**src/sv/wsfd_pkg.sv**
```systemverilog
// Shared types, codes and helpers of the WebSocket frame deframer.
package wsfd_pkg;

  // Opcode values that the parser distinguishes.
  localparam logic [3:0] OP_CONT  = 4'd0;
  localparam logic [3:0] OP_BIN   = 4'd2;
  localparam logic [3:0] OP_CLOSE = 4'd8;
  localparam logic [3:0] OP_PONG  = 4'd10;

  // Status codes reported with a finished frame.
  localparam logic [1:0] ST_OK      = 2'd0;
  localparam logic [1:0] ST_PROTO   = 2'd1;
  localparam logic [1:0] ST_TOO_BIG = 2'd2;

  // Seven-bit length codes of header byte 1.
  localparam logic [6:0] LEN_MAX_SHORT = 7'd125;
  localparam logic [6:0] LEN_EXT16     = 7'd126;

  // Number of extended length bytes for the 16-bit form.
  localparam logic [2:0] EXT16_BYTES = 3'd2;

  // Reset value of the message size limit.
  localparam logic [31:0] MAX_MSG_RESET = 32'd65536;

  // One result item.
  typedef struct packed {
    logic        payload_valid;
    logic [7:0]  payload_byte;
    logic        frame_done;
    logic [1:0]  status;
    logic [3:0]  frame_opcode;
    logic        final_fragment;
    logic [15:0] close_code;
    logic        close_code_valid;
  } res_t;

  // Data frames are continuation, text and binary.
  function automatic logic is_data_op(input logic [3:0] op);
    return op <= OP_BIN;
  endfunction

  // Known opcodes: data frames plus close, ping and pong.
  function automatic logic is_known_op(input logic [3:0] op);
    return (op <= OP_BIN) || ((op >= OP_CLOSE) && (op <= OP_PONG));
  endfunction

endpackage

```
**src/sv/websocket_frame_deframer.sv**
```systemverilog
// WebSocket frame deframer: header parser, payload unmasking and frame reports.
//
//  Channel | Ports                         | Contents
//  --------+-------------------------------+------------------------------------------
//  input   | in_tvalid/in_tready           | tdata: data_byte; tuser: clear_message
//  result  | out_tvalid/out_tready         | tdata: payload byte, status, opcode,
//          |                               |   FIN, close code; tuser: three flags
//  config  | cfg_wr_en, cfg_wr_data        | max_message_bytes
//
// One byte is accepted per cycle when the result side takes results. An accepted
// byte passes the input register, then the parse logic, into the result register.
// rst_n (synchronous, active low) returns the parser to header byte 0, clears
// the message length and loads the size limit with 65536.
// A stalled result side holds the result register and the input register fills
// behind it; in_tready then drops until out_tready returns.
module websocket_frame_deframer (
  input  logic        clk,
  input  logic        rst_n,
  // Input channel.
  input  logic        in_tvalid,
  output logic        in_tready,
  input  logic [7:0]  in_tdata,   // [7:0] data_byte
  input  logic        in_tuser,   // [0] clear_message
  // Result channel.
  output logic        out_tvalid,
  input  logic        out_tready,
  output logic [31:0] out_tdata,  // [7:0] payload_byte, [9:8] status,
                                  // [13:10] frame_opcode, [14] final_fragment,
                                  // [30:15] close_code, [31] zero
  output logic [2:0]  out_tuser,  // [0] payload_valid, [1] frame_done,
                                  // [2] close_code_valid
  // Configuration port.
  input  logic        cfg_wr_en,
  input  logic [31:0] cfg_wr_data
);
  import wsfd_pkg::*;

  typedef enum logic [2:0] {
    PH_HDR0 = 3'd0,
    PH_HDR1 = 3'd1,
    PH_EXT  = 3'd2,
    PH_MASK = 3'd3,
    PH_PAY  = 3'd4,
    PH_HALT = 3'd5
  } phase_t;

  // Pipeline registers.
  logic        s1_vld_r;
  logic [7:0]  s1_byte_r;
  logic        s1_clr_r;
  logic        out_vld_r;
  res_t        out_res_r;
  logic        adv;

  // Configuration and parser state.
  logic [31:0] max_msg_r;
  phase_t      phase_r, phase_nxt;
  logic [2:0]  len_cnt_r, len_cnt_nxt;
  logic [6:0]  short_len_r, short_len_nxt;
  logic [63:0] frame_len_r, frame_len_nxt;
  logic [63:0] left_r, left_nxt;
  logic [31:0] key_r, key_nxt;
  logic [1:0]  pos_r, pos_nxt;
  logic [3:0]  op_r, op_nxt;
  logic        fin_r, fin_nxt;
  logic        mflag_r, mflag_nxt;
  logic [31:0] msg_len_r, msg_len_nxt;
  logic [15:0] close_r, close_nxt;
  logic [1:0]  pay_idx_r, pay_idx_nxt;

  // Parse step helpers.
  res_t        res;
  phase_t      phase_v;
  logic [31:0] msg_len_v;
  logic [7:0]  b;
  logic [7:0]  key_byte;
  logic [7:0]  plain;
  logic [2:0]  cnt_inc;
  logic [1:0]  pos_inc;
  logic [64:0] total_len;
  logic        too_big;
  logic        lk, hc, fn, err;
  logic [1:0]  err_code;

  // Handshake: the input register advances when the result register is free.
  assign adv       = s1_vld_r && (!out_vld_r || out_tready);
  assign in_tready = !s1_vld_r || adv;

  assign b       = s1_byte_r;
  assign cnt_inc = len_cnt_r + 3'd1;
  assign pos_inc = pos_r + 2'd1;

  // Mask key byte for the current payload position, first key byte first.
  always_comb begin
    unique case (pos_r)
      2'd0:    key_byte = key_r[31:24];
      2'd1:    key_byte = key_r[23:16];
      2'd2:    key_byte = key_r[15:8];
      default: key_byte = key_r[7:0];
    endcase
  end
  assign plain = b ^ key_byte;

  // Parse one byte: phase work, then length, header and frame completion.
  always_comb begin
    res           = '0;
    phase_nxt     = phase_r;
    len_cnt_nxt   = len_cnt_r;
    short_len_nxt = short_len_r;
    frame_len_nxt = frame_len_r;
    left_nxt      = left_r;
    key_nxt       = key_r;
    pos_nxt       = pos_r;
    op_nxt        = op_r;
    fin_nxt       = fin_r;
    mflag_nxt     = mflag_r;
    close_nxt     = close_r;
    pay_idx_nxt   = pay_idx_r;
    lk            = 1'b0;
    hc            = 1'b0;
    fn            = 1'b0;
    err           = 1'b0;
    err_code      = ST_OK;

    // A clear zeroes the message length and leaves the halt.
    msg_len_v = s1_clr_r ? 32'd0 : msg_len_r;
    phase_v   = (s1_clr_r && (phase_r == PH_HALT)) ? PH_HDR0 : phase_r;
    if (s1_clr_r && (phase_r == PH_HALT)) begin
      phase_nxt = PH_HDR0;
    end
    msg_len_nxt = msg_len_v;

    unique case (phase_v)
      PH_HALT: begin
      end
      PH_HDR1: begin
        mflag_nxt     = b[7];
        short_len_nxt = b[6:0];
        len_cnt_nxt   = 3'd0;
        if (b[6:0] <= LEN_MAX_SHORT) begin
          frame_len_nxt = {57'd0, b[6:0]};
          lk            = 1'b1;
        end else begin
          frame_len_nxt = 64'd0;
          phase_nxt     = PH_EXT;
        end
      end
      PH_EXT: begin
        frame_len_nxt = {frame_len_r[55:0], b};
        len_cnt_nxt   = cnt_inc;
        if (((short_len_r == LEN_EXT16) && (cnt_inc == EXT16_BYTES)) ||
            ((short_len_r != LEN_EXT16) && (cnt_inc == 3'd0))) begin
          lk = 1'b1;
        end
      end
      PH_MASK: begin
        key_nxt = {key_r[23:0], b};
        pos_nxt = pos_inc;
        if (pos_inc == 2'd0) begin
          hc = 1'b1;
        end
      end
      PH_PAY: begin
        res.payload_valid = 1'b1;
        res.payload_byte  = plain;
        pos_nxt           = pos_inc;
        if (pay_idx_r < 2'd2) begin
          close_nxt   = {close_r[7:0], plain};
          pay_idx_nxt = pay_idx_r + 2'd1;
        end
        left_nxt = left_r - 64'd1;
        if (left_r == 64'd1) begin
          fn = 1'b1;
        end
      end
      default: begin
        fin_nxt   = b[7];
        op_nxt    = b[3:0];
        phase_nxt = PH_HDR1;
      end
    endcase

    // Size check against the limit: frame length plus message length, no wrap.
    total_len = {1'b0, frame_len_nxt} + {33'd0, msg_len_v};
    too_big   = total_len > {33'd0, max_msg_r};

    // Length known: control frame and size checks, then mask or header end.
    if (lk) begin
      if (!is_data_op(op_r) && (short_len_nxt > LEN_MAX_SHORT)) begin
        err      = 1'b1;
        err_code = ST_PROTO;
      end else if (too_big) begin
        err      = 1'b1;
        err_code = ST_TOO_BIG;
      end else begin
        key_nxt = 32'd0;
        pos_nxt = 2'd0;
        if (mflag_nxt) begin
          phase_nxt = PH_MASK;
        end else begin
          hc = 1'b1;
        end
      end
    end

    // Header complete: pending message check, message accounting.
    if (hc) begin
      if (is_data_op(op_r) && (frame_len_nxt != 64'd0) && (msg_len_v != 32'd0) &&
          (op_r != OP_CONT)) begin
        err      = 1'b1;
        err_code = ST_PROTO;
      end else begin
        if (is_data_op(op_r)) begin
          msg_len_nxt = msg_len_v + frame_len_nxt[31:0];
        end
        pos_nxt     = 2'd0;
        close_nxt   = 16'd0;
        pay_idx_nxt = 2'd0;
        if (frame_len_nxt == 64'd0) begin
          fn = 1'b1;
        end else begin
          left_nxt  = frame_len_nxt;
          phase_nxt = PH_PAY;
        end
      end
    end

    // Frame finished: report it, or flag an unknown opcode.
    if (fn) begin
      if (!is_known_op(op_r)) begin
        err      = 1'b1;
        err_code = ST_PROTO;
      end else begin
        res.frame_done     = 1'b1;
        res.frame_opcode   = op_r;
        res.final_fragment = fin_r;
        if ((op_r == OP_CLOSE) && (frame_len_nxt[63:1] != 63'd0)) begin
          res.close_code       = close_nxt;
          res.close_code_valid = 1'b1;
        end
        phase_nxt = PH_HDR0;
      end
    end

    // Errors report the held header and halt the parser.
    if (err) begin
      res.frame_done     = 1'b1;
      res.status         = err_code;
      res.frame_opcode   = op_r;
      res.final_fragment = fin_r;
      phase_nxt          = PH_HALT;
    end
  end

  // Configuration register.
  always_ff @(posedge clk) begin
    if (!rst_n) begin
      max_msg_r <= MAX_MSG_RESET;
    end else if (cfg_wr_en) begin
      max_msg_r <= cfg_wr_data;
    end
  end

  // Pipeline valid flags and parser state.
  always_ff @(posedge clk) begin
    if (!rst_n) begin
      s1_vld_r    <= 1'b0;
      out_vld_r   <= 1'b0;
      phase_r     <= PH_HDR0;
      len_cnt_r   <= 3'd0;
      short_len_r <= 7'd0;
      frame_len_r <= 64'd0;
      left_r      <= 64'd0;
      key_r       <= 32'd0;
      pos_r       <= 2'd0;
      op_r        <= 4'd0;
      fin_r       <= 1'b0;
      mflag_r     <= 1'b0;
      msg_len_r   <= 32'd0;
      close_r     <= 16'd0;
      pay_idx_r   <= 2'd0;
    end else begin
      if (in_tvalid && in_tready) begin
        s1_vld_r <= 1'b1;
      end else if (adv) begin
        s1_vld_r <= 1'b0;
      end
      if (adv) begin
        out_vld_r   <= 1'b1;
        phase_r     <= phase_nxt;
        len_cnt_r   <= len_cnt_nxt;
        short_len_r <= short_len_nxt;
        frame_len_r <= frame_len_nxt;
        left_r      <= left_nxt;
        key_r       <= key_nxt;
        pos_r       <= pos_nxt;
        op_r        <= op_nxt;
        fin_r       <= fin_nxt;
        mflag_r     <= mflag_nxt;
        msg_len_r   <= msg_len_nxt;
        close_r     <= close_nxt;
        pay_idx_r   <= pay_idx_nxt;
      end else if (out_tready) begin
        out_vld_r <= 1'b0;
      end
    end
  end

  // Payload registers.
  always_ff @(posedge clk) begin
    if (in_tvalid && in_tready) begin
      s1_byte_r <= in_tdata;
      s1_clr_r  <= in_tuser;
    end
    if (adv) begin
      out_res_r <= res;
    end
  end

  // Result ports.
  assign out_tvalid = out_vld_r;
  assign out_tdata  = {1'b0, out_res_r.close_code, out_res_r.final_fragment,
                       out_res_r.frame_opcode, out_res_r.status, out_res_r.payload_byte};
  assign out_tuser  = {out_res_r.close_code_valid, out_res_r.frame_done,
                       out_res_r.payload_valid};

  // An error report always comes with frame completion.
  assert property (@(posedge clk) disable iff (!rst_n)
    (out_vld_r && (out_res_r.status != ST_OK)) |-> out_res_r.frame_done)
    else $error("error status without frame_done");

  // A close code is only reported for a clean close frame.
  assert property (@(posedge clk) disable iff (!rst_n)
    (out_vld_r && out_res_r.close_code_valid) |->
      (out_res_r.frame_done && (out_res_r.status == ST_OK) &&
       (out_res_r.frame_opcode == OP_CLOSE)))
    else $error("close code reported outside a clean close frame");

  // Any error result leaves the parser halted.
  assert property (@(posedge clk) disable iff (!rst_n)
    (adv && (res.status != ST_OK)) |=> (phase_r == PH_HALT))
    else $error("parser not halted after an error");

endmodule
```
**config.mk**
```make
export PLATFORM = sky130hd
export DESIGN_NAME = websocket_frame_deframer
export DESIGN_NICKNAME = d
export VERILOG_FILES = /design/src/sv/wsfd_pkg.sv /design/src/sv/websocket_frame_deframer.sv
export SDC_FILE = /design/constraint.sdc
export NUM_CORES = 1
export LEC_CHECK = 0
export ABC_AREA = 1
export BUFFER_PORTS_ARGS = -buffer_cell sky130_fd_sc_hd__buf_2
export CAP_MARGIN = 20
export CORE_ASPECT_RATIO = 0.5
export CORE_MARGIN = 1.5
export CORE_UTILIZATION = 47
export DETAILED_ROUTE_END_ITERATION = 12
export SETUP_SLACK_MARGIN = 0.2
export SYNTH_ARGS = -nofsm -noshare
export SYNTH_HDL_FRONTEND = slang
export SYNTH_SLANG_ARGS = --single-unit
```
**constraint.sdc**
```tcl
create_clock -name clk -period 6.25 [get_ports clk]
set_input_delay 0.9375 -clock clk [delete_from_list [all_inputs] [get_ports clk]]
set_output_delay 0.9375 -clock clk [all_outputs]
set_load 0.01 [all_outputs]
```
# After elaboration in Yosys (flattened, before gate mapping)
# Index checks and enable logic that the tools add are counted.
# Widths: inputs -> output; s select.
# word_totals
regBits,308
output_inout_bits,37
word_cells,174
# classes
n_addsub,6
magnitude_cmp,7
eq_ne,13
muxes,84
n_bitwise,2
reduce_logical,36
# op_table
cell,count
$mux 32,8
$mux 64,4
$pmux 64 s2,1
$add 64x32->65,1
$gt 65x32->1,1
$eq 64x1->1 const B,1
$logic_not 64->1,1
$mux 16,4
$reduce_bool 64->1,1
$sub 64x1->64 const B,1
$reduce_bool 63->1,1
$mux 22,2
$mux 3,12
$mux 2,17
$add 32x32->32,1
$reduce_bool 32->1,1
$mux 1,27
$pmux 8 s3,1
$mux 17,1
$mux 7,2
$pmux 3 s2,2
$logic_and 1x1->1,11
$eq 3x2->1 const B,3
$eq 3x3->1 const B,3
other kinds (30),41

# Depth between registers and ports, before layout
# Gate-level depths: netlist (run 1).
# depth
depth_word,16
mapped_depth,46

# Worst setup path before layout (run 1)
# No wires, ideal clock.
# synth_path
kind,register to register
startpoint,reg phase_r[0]
endpoint,"reg out_res_r, in the netlist out_tdata[20], data pin"
setup_ps,265
arrival_ps,4599
required_ps,5985
path_slack_ps,1386
stages_incl_launch_ff,35
cell_sequence,dfxtp_1 > nand3_2 > buf_2 > nor2_2 > nor2_1 > o22ai_1 > ha_1 > inv_1 > fa_1 > inv_1 > nand3_1 > nand2_1 > nand2_1 > nand3_1 > nand2_1 > nand2_1 > a31oi_1 > xnor2_1 > ha_1 > nand2_1 > nor4_1 > nand4_1 > nor2_1 > nand2_1 > nor2_1 > nand2_1 > nor2_1 > nand3_1 > nand2_1 > nand4_1 > nand2_2 > nand2_4 > inv_2 > buf_2 > nor3_1
# synth_via
elab_chain_len,12
word_cells_on_any_way,35
# synth_rtl
item,line,source
"start, declared",websocket_frame_deframer.sv:57,"phase_t phase_r, phase_nxt;"
"start signal, assigned",websocket_frame_deframer.sv:290,phase_r <= phase_nxt;
$eq 3x3->1,websocket_frame_deframer.sv:127,phase_v = (s1_clr_r && (phase_r == PH_HALT)) ? PH_HDR0 : phase_r;
$logic_and 1x1->1,websocket_frame_deframer.sv:127,
$mux 3 (*),websocket_frame_deframer.sv:127,
$eq 3x2->1 / $eq 3x1->1 (equally long branches),websocket_frame_deframer.sv:133,unique case (phase_v)
$pmux 64 s2 (*),websocket_frame_deframer.sv:133,
named net frame_len_nxt[0],websocket_frame_deframer.sv:60,"logic [63:0] frame_len_r, frame_len_nxt;"
$add 64x32->65 / $reduce_bool 64->1 (equally long branches),"websocket_frame_deframer.sv:184, websocket_frame_deframer.sv:208",
$gt 65x32->1 / $logic_and 1x1->1 (equally long branches),"websocket_frame_deframer.sv:185, websocket_frame_deframer.sv:208",
$mux 1 / $logic_and 1x1->1 (equally long branches),"websocket_frame_deframer.sv:192, websocket_frame_deframer.sv:208",
$mux 1 / $logic_and 1x1->1 (equally long branches),"websocket_frame_deframer.sv:189, websocket_frame_deframer.sv:208",
$mux 1 (on tied branches),"websocket_frame_deframer.sv:188, websocket_frame_deframer.sv:208",
$mux 1,websocket_frame_deframer.sv:207,if (hc) begin
$reduce_and 3->1 (no source line),-,
"end signal, assigned",websocket_frame_deframer.sv:316,out_res_r <= res;
"end, declared",websocket_frame_deframer.sv:52,res_t out_res_r;
# The timed path passes the listed nets; every way through them passes the cells marked *.
# A chain may end at the register's enable or synchronous reset.

# Worst setup path after layout (run 1)
# layout_path
startpoint,reg phase_r[1]
endpoint,reg msg_len_r[23]
# layout_via
elab_chain_len,11
word_cells_on_any_way,27
# layout_rtl
item,line,source
$eq 3x3->1,websocket_frame_deframer.sv:127,
$logic_and 1x1->1,websocket_frame_deframer.sv:127,
$mux 3 (*),websocket_frame_deframer.sv:127,
$eq 3x2->1 / $eq 3x1->1 (equally long branches),websocket_frame_deframer.sv:133,
$pmux 64 s2 (*),websocket_frame_deframer.sv:133,
named net frame_len_nxt[11],websocket_frame_deframer.sv:60,
$add 64x32->65 / $reduce_bool 64->1 (equally long branches),"websocket_frame_deframer.sv:184, websocket_frame_deframer.sv:208",
$gt 65x32->1 / $logic_and 1x1->1 (equally long branches),"websocket_frame_deframer.sv:185, websocket_frame_deframer.sv:208",
$mux 1 / $logic_and 1x1->1 (equally long branches),"websocket_frame_deframer.sv:192, websocket_frame_deframer.sv:208",
$mux 1 / $logic_and 1x1->1 (equally long branches),"websocket_frame_deframer.sv:189, websocket_frame_deframer.sv:208",
$mux 1 / $mux 32 (equally long branches),"websocket_frame_deframer.sv:188, websocket_frame_deframer.sv:208",
$mux 32 (*),websocket_frame_deframer.sv:207,
"end signal, assigned",websocket_frame_deframer.sv:300,msg_len_r <= msg_len_nxt;
"end, declared",websocket_frame_deframer.sv:67,"logic [31:0] msg_len_r, msg_len_nxt;"
# Marked as above.

==> results of run 1 <==
## worst min-delay path: stages (launching register included)
cell and delay [ps]:
dfxtp_1 290, inv_1 60, a21oi_1 60
## how the worst max path moves through the flow
stage,endpoint,cells after the start,slack (ps),from
floorplan,out_tdata[20],34,1390,phase_r[0]
global placement,left_r[1],38,170,b[1]
global route,msg_len_r[25],33,120,phase_r[1]
finish,msg_len_r[23],33,530,phase_r[1]
detailed placement,left_r[1],38,260,b[2]
CTS,left_r[1],38,210,b[2]
## synth_stat cells, types with 43 or more instances
master / instances
nand2_1: 1014
inv_1: 474
nor2_1: 307
a21oi_1: 292
dfxtp_1: 265
nand3_1: 223
o21ai_0: 150
clkbuf_1: 100
ha_1: 75
xor2_1: 65
nand4_1: 56
o211ai_1: 53
edfxtp_1: 43
## per-layer routing
metal / global-route usage [%] / part of all wire, %
met1: 46.8 / 49
met2: 43.9 / 41
met3: 4.52 / 8.2
met4: 5.84 / 2.0
met5: 0 / 0
## cell families (layout without fill, tap and decap cells)
| group | after synthesis | count (layout) |
|---|---|---|
| simple gates | 1744 | 1744 |
| other cells | 1 | 1 |
| fa+ha+maj | 76 | 76 |
| buf+inv | 633 | 713 |
| compound gates | 559 | 559 |
| xor+xnor | 92 | 92 |
| flops | 308 | 308 |
## layout make-up
| type | count | area share [%] |
|---|---|---|
| Multi-Input combinational cell | 2472 | 52.0 |
| Tap cell | 588 | 3.05 |
| Timing Repair Buffer | 166 | 5.02 |
| Sequential cell | 308 | 27.3 |
| Timing Repair inverter | 2 | 0.0726 |
| Inverter | 489 | 7.73 |
| Clock buffer | 39 | 3.42 |
| Clock inverter | 17 | 1.35 |
## registers in the layout, summed over array words and instances (netlist names)
register and cells:
frame_len_r 64, left_r 64, key_r 32, max_msg_r 32, msg_len_r 32, out_tdata 31, close_r 16, b 8
short_len_r 7, op_r 4, len_cnt_r 3, out_tuser 3, phase_r 3, pay_idx_r 2, pos_r 2, fin_r 1
mflag_r 1, out_tvalid 1, s1_clr_r 1, s1_vld_r 1
## per-stage QoR
stage / cells / hold WS (ps) / setup WS, ps / util (%)
3_3_place_gp: 4009 / 452 / 169 / 50.8
2_1_floorplan: 3413 / 435 / 1390 / -
3_5_place_dp: 4010 / 455 / 258 / 50.8
4_1_cts: 4066 / 466 / 205 / 53.4
5_1_grt: 4081 / 478 / 119 / 54.7
6_report: 4081 / 464 / 526 / 54.7
## power breakdown
part           switching, mW  internal [mW]  leakage, nW  total, mW
Clock                  0.869           1.30        0.556       2.17
Sequential            0.0592           2.09         2.59       2.15
Combinational          0.690          0.330         7.97       1.02
## timing repair
action	CTS	global route
endpoints found under the setup margin	0	175
hold buffers	0	0
gates resized for setup	0	74
setup buffers	0	11
==> impl_results.md, run 1 <==
* Status: finished clean
* Die Width at between 300 and 400 um
* Synth Area in Adders at 4.50%
* Worst endpoint required time at 6800 ps
* Worst hold path type: reg2reg
* Main synth FF type: dfxtp_1
* Final setup fails at 0
* Final period util at between 90 and 100%
* Largest family of logic cells by synthesized area: simple AND/OR/NAND/NOR gates
* Top post-synthesis cells by area: dfxtp_1, nand2_1, inv_1, a21oi_1, edfxtp_1
* Clk sink count at just over 300
* Syn avg cell area at approximately 6.2 um2
* Initial antenna violation count at 1
* Clock Tree Buf Depth at 3
* Max Cap Viol at 0
* Routed Antenna Nets at 0
* Final Critical Period at about 5700 ps
* Overall power at 5.35 mW
* Worst clock skew at roughly 28 ps
* Hold Path Origin: max_msg_r[6]
* Synth Area in XOR/XNOR at 3.79%
* IR drop worst, VDD at 221 uV
* Final Instance Area at ~0.024 mm2
* Worst-Margin Slew at 1130 ps
* Root Buffer: clkbuf_16
* PD cells at 222 mW/mm2
* # rows at 54
* Drt total wl at 73200 um
* First-pass iteration count of the detailed router at 8
* Total track usage at 30.3%
* Crit path DAT at 6270 ps
* #FFs+latches synth at 308
* N_diodes at 0
* Reg2reg end: msg_len_r[23]
* Critical path's top delay family: simple AND/OR/NAND/NOR gates
* DR iter-0 viols at 2492
* CP endpoint kind: flip-flop
* FFs w/ async S/R, synth at 0%
* Placed Instance Area at 0.0224 mm2
* Core footprint at 0.0441 mm2
* Grt total ovfl at 0
* Yosys top cell by area: dfxtp_1
* First-pass GRT wire length at 112000 um
* H-Tree Depth at 1
* DRC violation count after routing at 0
* FF+latch area at around 0.0066 mm2
* Simple-gate portion of the synthesized area at 34.7%
* # fillers at 4535
* CP max-delay cell: o22ai_1
* Final max-slew violation count at 0
* Chip Height at 153 um
* Buffers & Inverters on Critical Path at 6
* NumNets Final at 3591
* Mean number of vias per cell at 5.44
* Vias at about 22000
* Post-Synthesis Cells at 3413
* TritonCTS clock tree: done
* P_leak at about 11 nW
* Synth Cell Area at 0.0213 mm2
* DP HPWL at 53000 um
* Starting Density at 48.2%
* Worst reg2reg path startpoint: phase_r[1]
* GP Congestion at 1.03
* Routed WL per cell at around 18 um
* Aggregate negative setup slack at 0 ps
* Most frequent CP cell: nand2_1
* Post-synthesis compound-gate area fraction at 14.3%
* Reg2Reg Depth at 33
* Number of global-route vias before repair at 19566
* Relative slew slack at about a quarter
* Most common cell after layout, fill and taps aside: nand2_1
* Number of enable flip-flop cells after synthesis at 43
* Critical path fanouts, max at 57
* Max Freq at 175 MHz
* Unique masters post-synth at 50
* Flop2flop setup slack at 530 ps
* Final Hold Fails at 0
* Crit-path max cell delay at 410 ps
* P&R area growth vs syn at 13.3%
* Multi-input gate area at 0.0125 mm2
* Total Die Area at roughly 0.047 mm2
* Clock Latency Late Sink at 620 ps
* Post-Syn Nets at between 3000 and 4000
* Hold depth at 2
* Setup CP Type: reg2reg
* Top-level port count at 83
* Sequential share of the synthesized area at 31.0%
* Post-synthesis mux area share at 0%
* Port Buffers at between 80 and 90
* Inserted Clock Buffers at 30
* RSZ-0062 raised after global routing: no
* Largest net degree at the start of global routing at 120
* Min-Delay Endpoint: max_msg_r[6]
* Most frequent cells in the layout: nand2_1, inv_1, nor2_1
* Nature of the critical path startpoint: flip-flop
* Yosys top cell area share at 24.9%
* Yosys warns at 0
* Share of post-route cells with drive strength above 1 at slightly below 10%
* Clock Pin Slew Worst Setup and Hold Paths at 70 ps
No activity file was read; power rests on OpenSTA's default activity.
==> run 2, diff against run 1 <==
--- a/config.mk
+++ b/config.mk
@@ -10,7 +10,7 @@
 export CAP_MARGIN = 20
 export CORE_ASPECT_RATIO = 0.5
 export CORE_MARGIN = 1.5
-export CORE_UTILIZATION = 47
+export CORE_UTILIZATION = 30
 export DETAILED_ROUTE_END_ITERATION = 12
 export SETUP_SLACK_MARGIN = 0.2
 export SYNTH_ARGS = -nofsm -noshare
==> run 2 against run 1 <==
Net effect:
- utilization down 20 points
- final area rose by 1.2%
- via count decreased by 0.25%
- critical path depth rose by 1
- worst hold slack worse by 2.3 ps
- sequential power hardly changed
- clock skew decreased by 1.7 ps
- register-to-register slack gained 50 ps
- clock power rose by 5%
- setup slack improved by 45 ps
- critical path type unchanged
- largest cell class unchanged
==> impl_results.md, run 2 (synthesized netlist as in run 1, its figures left out) <==
* Status: finished clean
* Flop2flop setup slack at 570 ps (+50 ps)
* Multi-input gate area at 0.0126 mm2 (+0.30%)
* Total Die Area at 0.0727 mm2 (+56%)
* PD cells at 222 mW/mm2 (+0.20%)
* Clk sink count at 308 (unchanged)
* # fillers at 7656 (+69%)
* Hold depth at 2 (unchanged)
* Worst hold margin at 462 ps (-2.34 ps)
* Utilization after layout at 35.1% (-20 points)
* Relative slew slack at 26.0% (+1.3 points)
* N_diodes at 0 (unchanged)
* Root Buffer: clkbuf_16
* Starting Density at 30.6% (-18 points)
* First-pass iteration count of the detailed router at 6 (-2)
* Final Critical Period at 5680 ps (-45.3 ps)
* Post-CTS Hold Buffers at 0 (unchanged)
* Most common cell after layout, fill and taps aside: nand2_1
* Core footprint at 0.0696 mm2 (+58%)
* Worst hold path type: reg2reg
* DRC violation count after routing at 0 (unchanged)
* Critical path fanouts, max at 18 (-68%)
* Number of global-route vias before repair at 20158 (+3.0%)
* Largest net degree at the start of global routing at 185 (+54%)
* Final max-slew violation count at 0 (unchanged)
* RSZ-0062 raised after global routing: no
* Hold Path Origin: max_msg_r[27]
* Worst-Margin Slew at 1110 ps (-19.2 ps)
* First-pass GRT wire length at 115000 um (+2.1%)
* Grt total ovfl at 0 (unchanged)
* Vias at 22144 (-0.25%)
* DR iter-0 viols at 2384 (-4.3%)
* Worst endpoint required time at 6690 ps (-110 ps)
* Critical path's top delay family: simple AND/OR/NAND/NOR gates
* P&R area growth vs syn at 14.7%
* CP endpoint kind: flip-flop
* Routed WL per cell at 16.6 um (-7.4%)
* FF+latch area at 0.00660 mm2 (about the same)
* H-Tree Depth at 2 (+1)
* CP max-delay cell: ha_1
* Fin worst setup slack at 572 ps (+45.3 ps)
* Mean number of vias per cell at 5.01 (-7.9%)
* Most frequent CP cell: nand2_1
* Reg2reg end: left_r[28]
* Drt total wl at 73300 um (+0.20%)
* Share of post-route cells with drive strength above 1 at 9.36% (-0.58 points)
* NumNets Final at 3569 (-0.61%)
* Min-Delay Endpoint: max_msg_r[27]
* Clock Pin Slew Worst Setup and Hold Paths at 60 ps (about the same)
* Total track usage at 19.7% (-11 points)
* Initial antenna violation count at 0 (-1)
* Chip Height at 191 um (+25%)
* Inserted Clock Buffers at 37 (+23%)
* Final Hold Fails at 0 (unchanged)
* DP HPWL at 54100 um (+1.9%)
* Nature of the critical path startpoint: flip-flop
* Most frequent cells in the layout: nand2_1, inv_1, nor2_1
* Max Cap Viol at 0 (unchanged)
* Buffers & Inverters on Critical Path at 5 (-1)
* Worst clock skew at 26.4 ps (-1.67 ps)
* Clock Latency Late Sink at 590 ps (-30 ps)
* P_leak at 11.0 nW (-1.0%)
* GP Congestion at 0.974 (-5.2%)
* Reg2Reg Depth at 34 (+3.0%)
* Biggest regs: frame_len_r x64, left_r x64
* TritonCTS clock tree: done
* Clock Tree Buf Depth at 3 (unchanged)
* Placed cell count at 4347 (+8.4%)
* Worst reg2reg path startpoint: phase_r[1]
* Crit-path max cell delay at 440 ps (+30 ps)
* Routed Antenna Nets at 0 (unchanged)
* Port Buffers at 81 (unchanged)
* Final setup fails at 0 (unchanged)
* DP Worst Slack at -7.45 ps (-265 ps)
* Fin cells at 4418 (+8.3%)
* Crit path DAT at 6120 ps (-150 ps)
* Max Freq at 176 MHz (+0.80%)
* Setup CP Type: reg2reg
* Final period util at 90.9% (-0.72 points)
* Overall power at 5.42 mW (+1.4%)
* Die Width at 380 um (+25%)
* # rows at 68 (+26%)
* IR drop worst, VDD at 146 uV (-34%)
* Top-level port count at 83 (unchanged)
[run 2: through the flow]
stage / area, um2 / TNS, ps
after floorplan: 21300 / 0
after global placement: 22700 / 0
after detailed placement: 22700 / -7.45
after CTS: 24000 / 0
after global routing: 24400 / 0
final: 24400 / 0
[run 2: area by class of cell]
cell class / instances / area share, %
clock buffer: 46 / 4.05
clock inverter: 19 / 1.08
inverter: 489 / 7.58
multi-input combinational: 2472 / 51.6
sequential: 308 / 27.0
tap: 945 / 4.84
timing repair buffer: 139 / 3.85
[run 2: worst reg2reg max path, delay by kind of cell, from the launching register on]
kind	cells	cell delay, ps
simple gates	23	2900
buf+inv	5	750
fa+ha+maj	2	750
compound gates	3	510
flops	1	370
xor+xnor	1	280
[run 2: metal layers]
layer / global-route usage, % / part of all wire [%] / routed length [um]
met4: 5.11 / 2.1 / 1540
met2: 29.8 / 42 / 30700
met5: 0 / 0 / 0
met1: 28.9 / 49 / 36000
met3: 3.04 / 6.9 / 5070
[run 2: what timing repair did]
item / 4_1_cts / 5_1_grt
endpoints found under the setup margin: 132 / 175
gates resized for setup: 4 / 71
setup buffers: 0 / 6
pin swaps: 0 / 8
[run 2: report_power, final]
group          leakage (nW)  internal, mW  switching, mW
Combinational          7.81         0.311          0.682
Clock                 0.602          1.31          0.964
Sequential             2.59          2.10         0.0568
Total                  11.0          3.72           1.70
[run 2: how the worst max path moves through the flow]
stage | cells past startpoint | slack, ps | end | startpoint
CTS | 35 | 200 | out_tdata[19] | b[6]
finish | 34 | 570 | left_r[28] | phase_r[1]
floorplan | 34 | 1390 | out_tdata[20] | phase_r[0]
detailed placement | 35 | -7 | out_tdata[19] | b[6]
global route | 35 | 170 | msg_len_r[22] | phase_r[1]
global placement | 34 | 20 | out_tdata[15] | b[6]
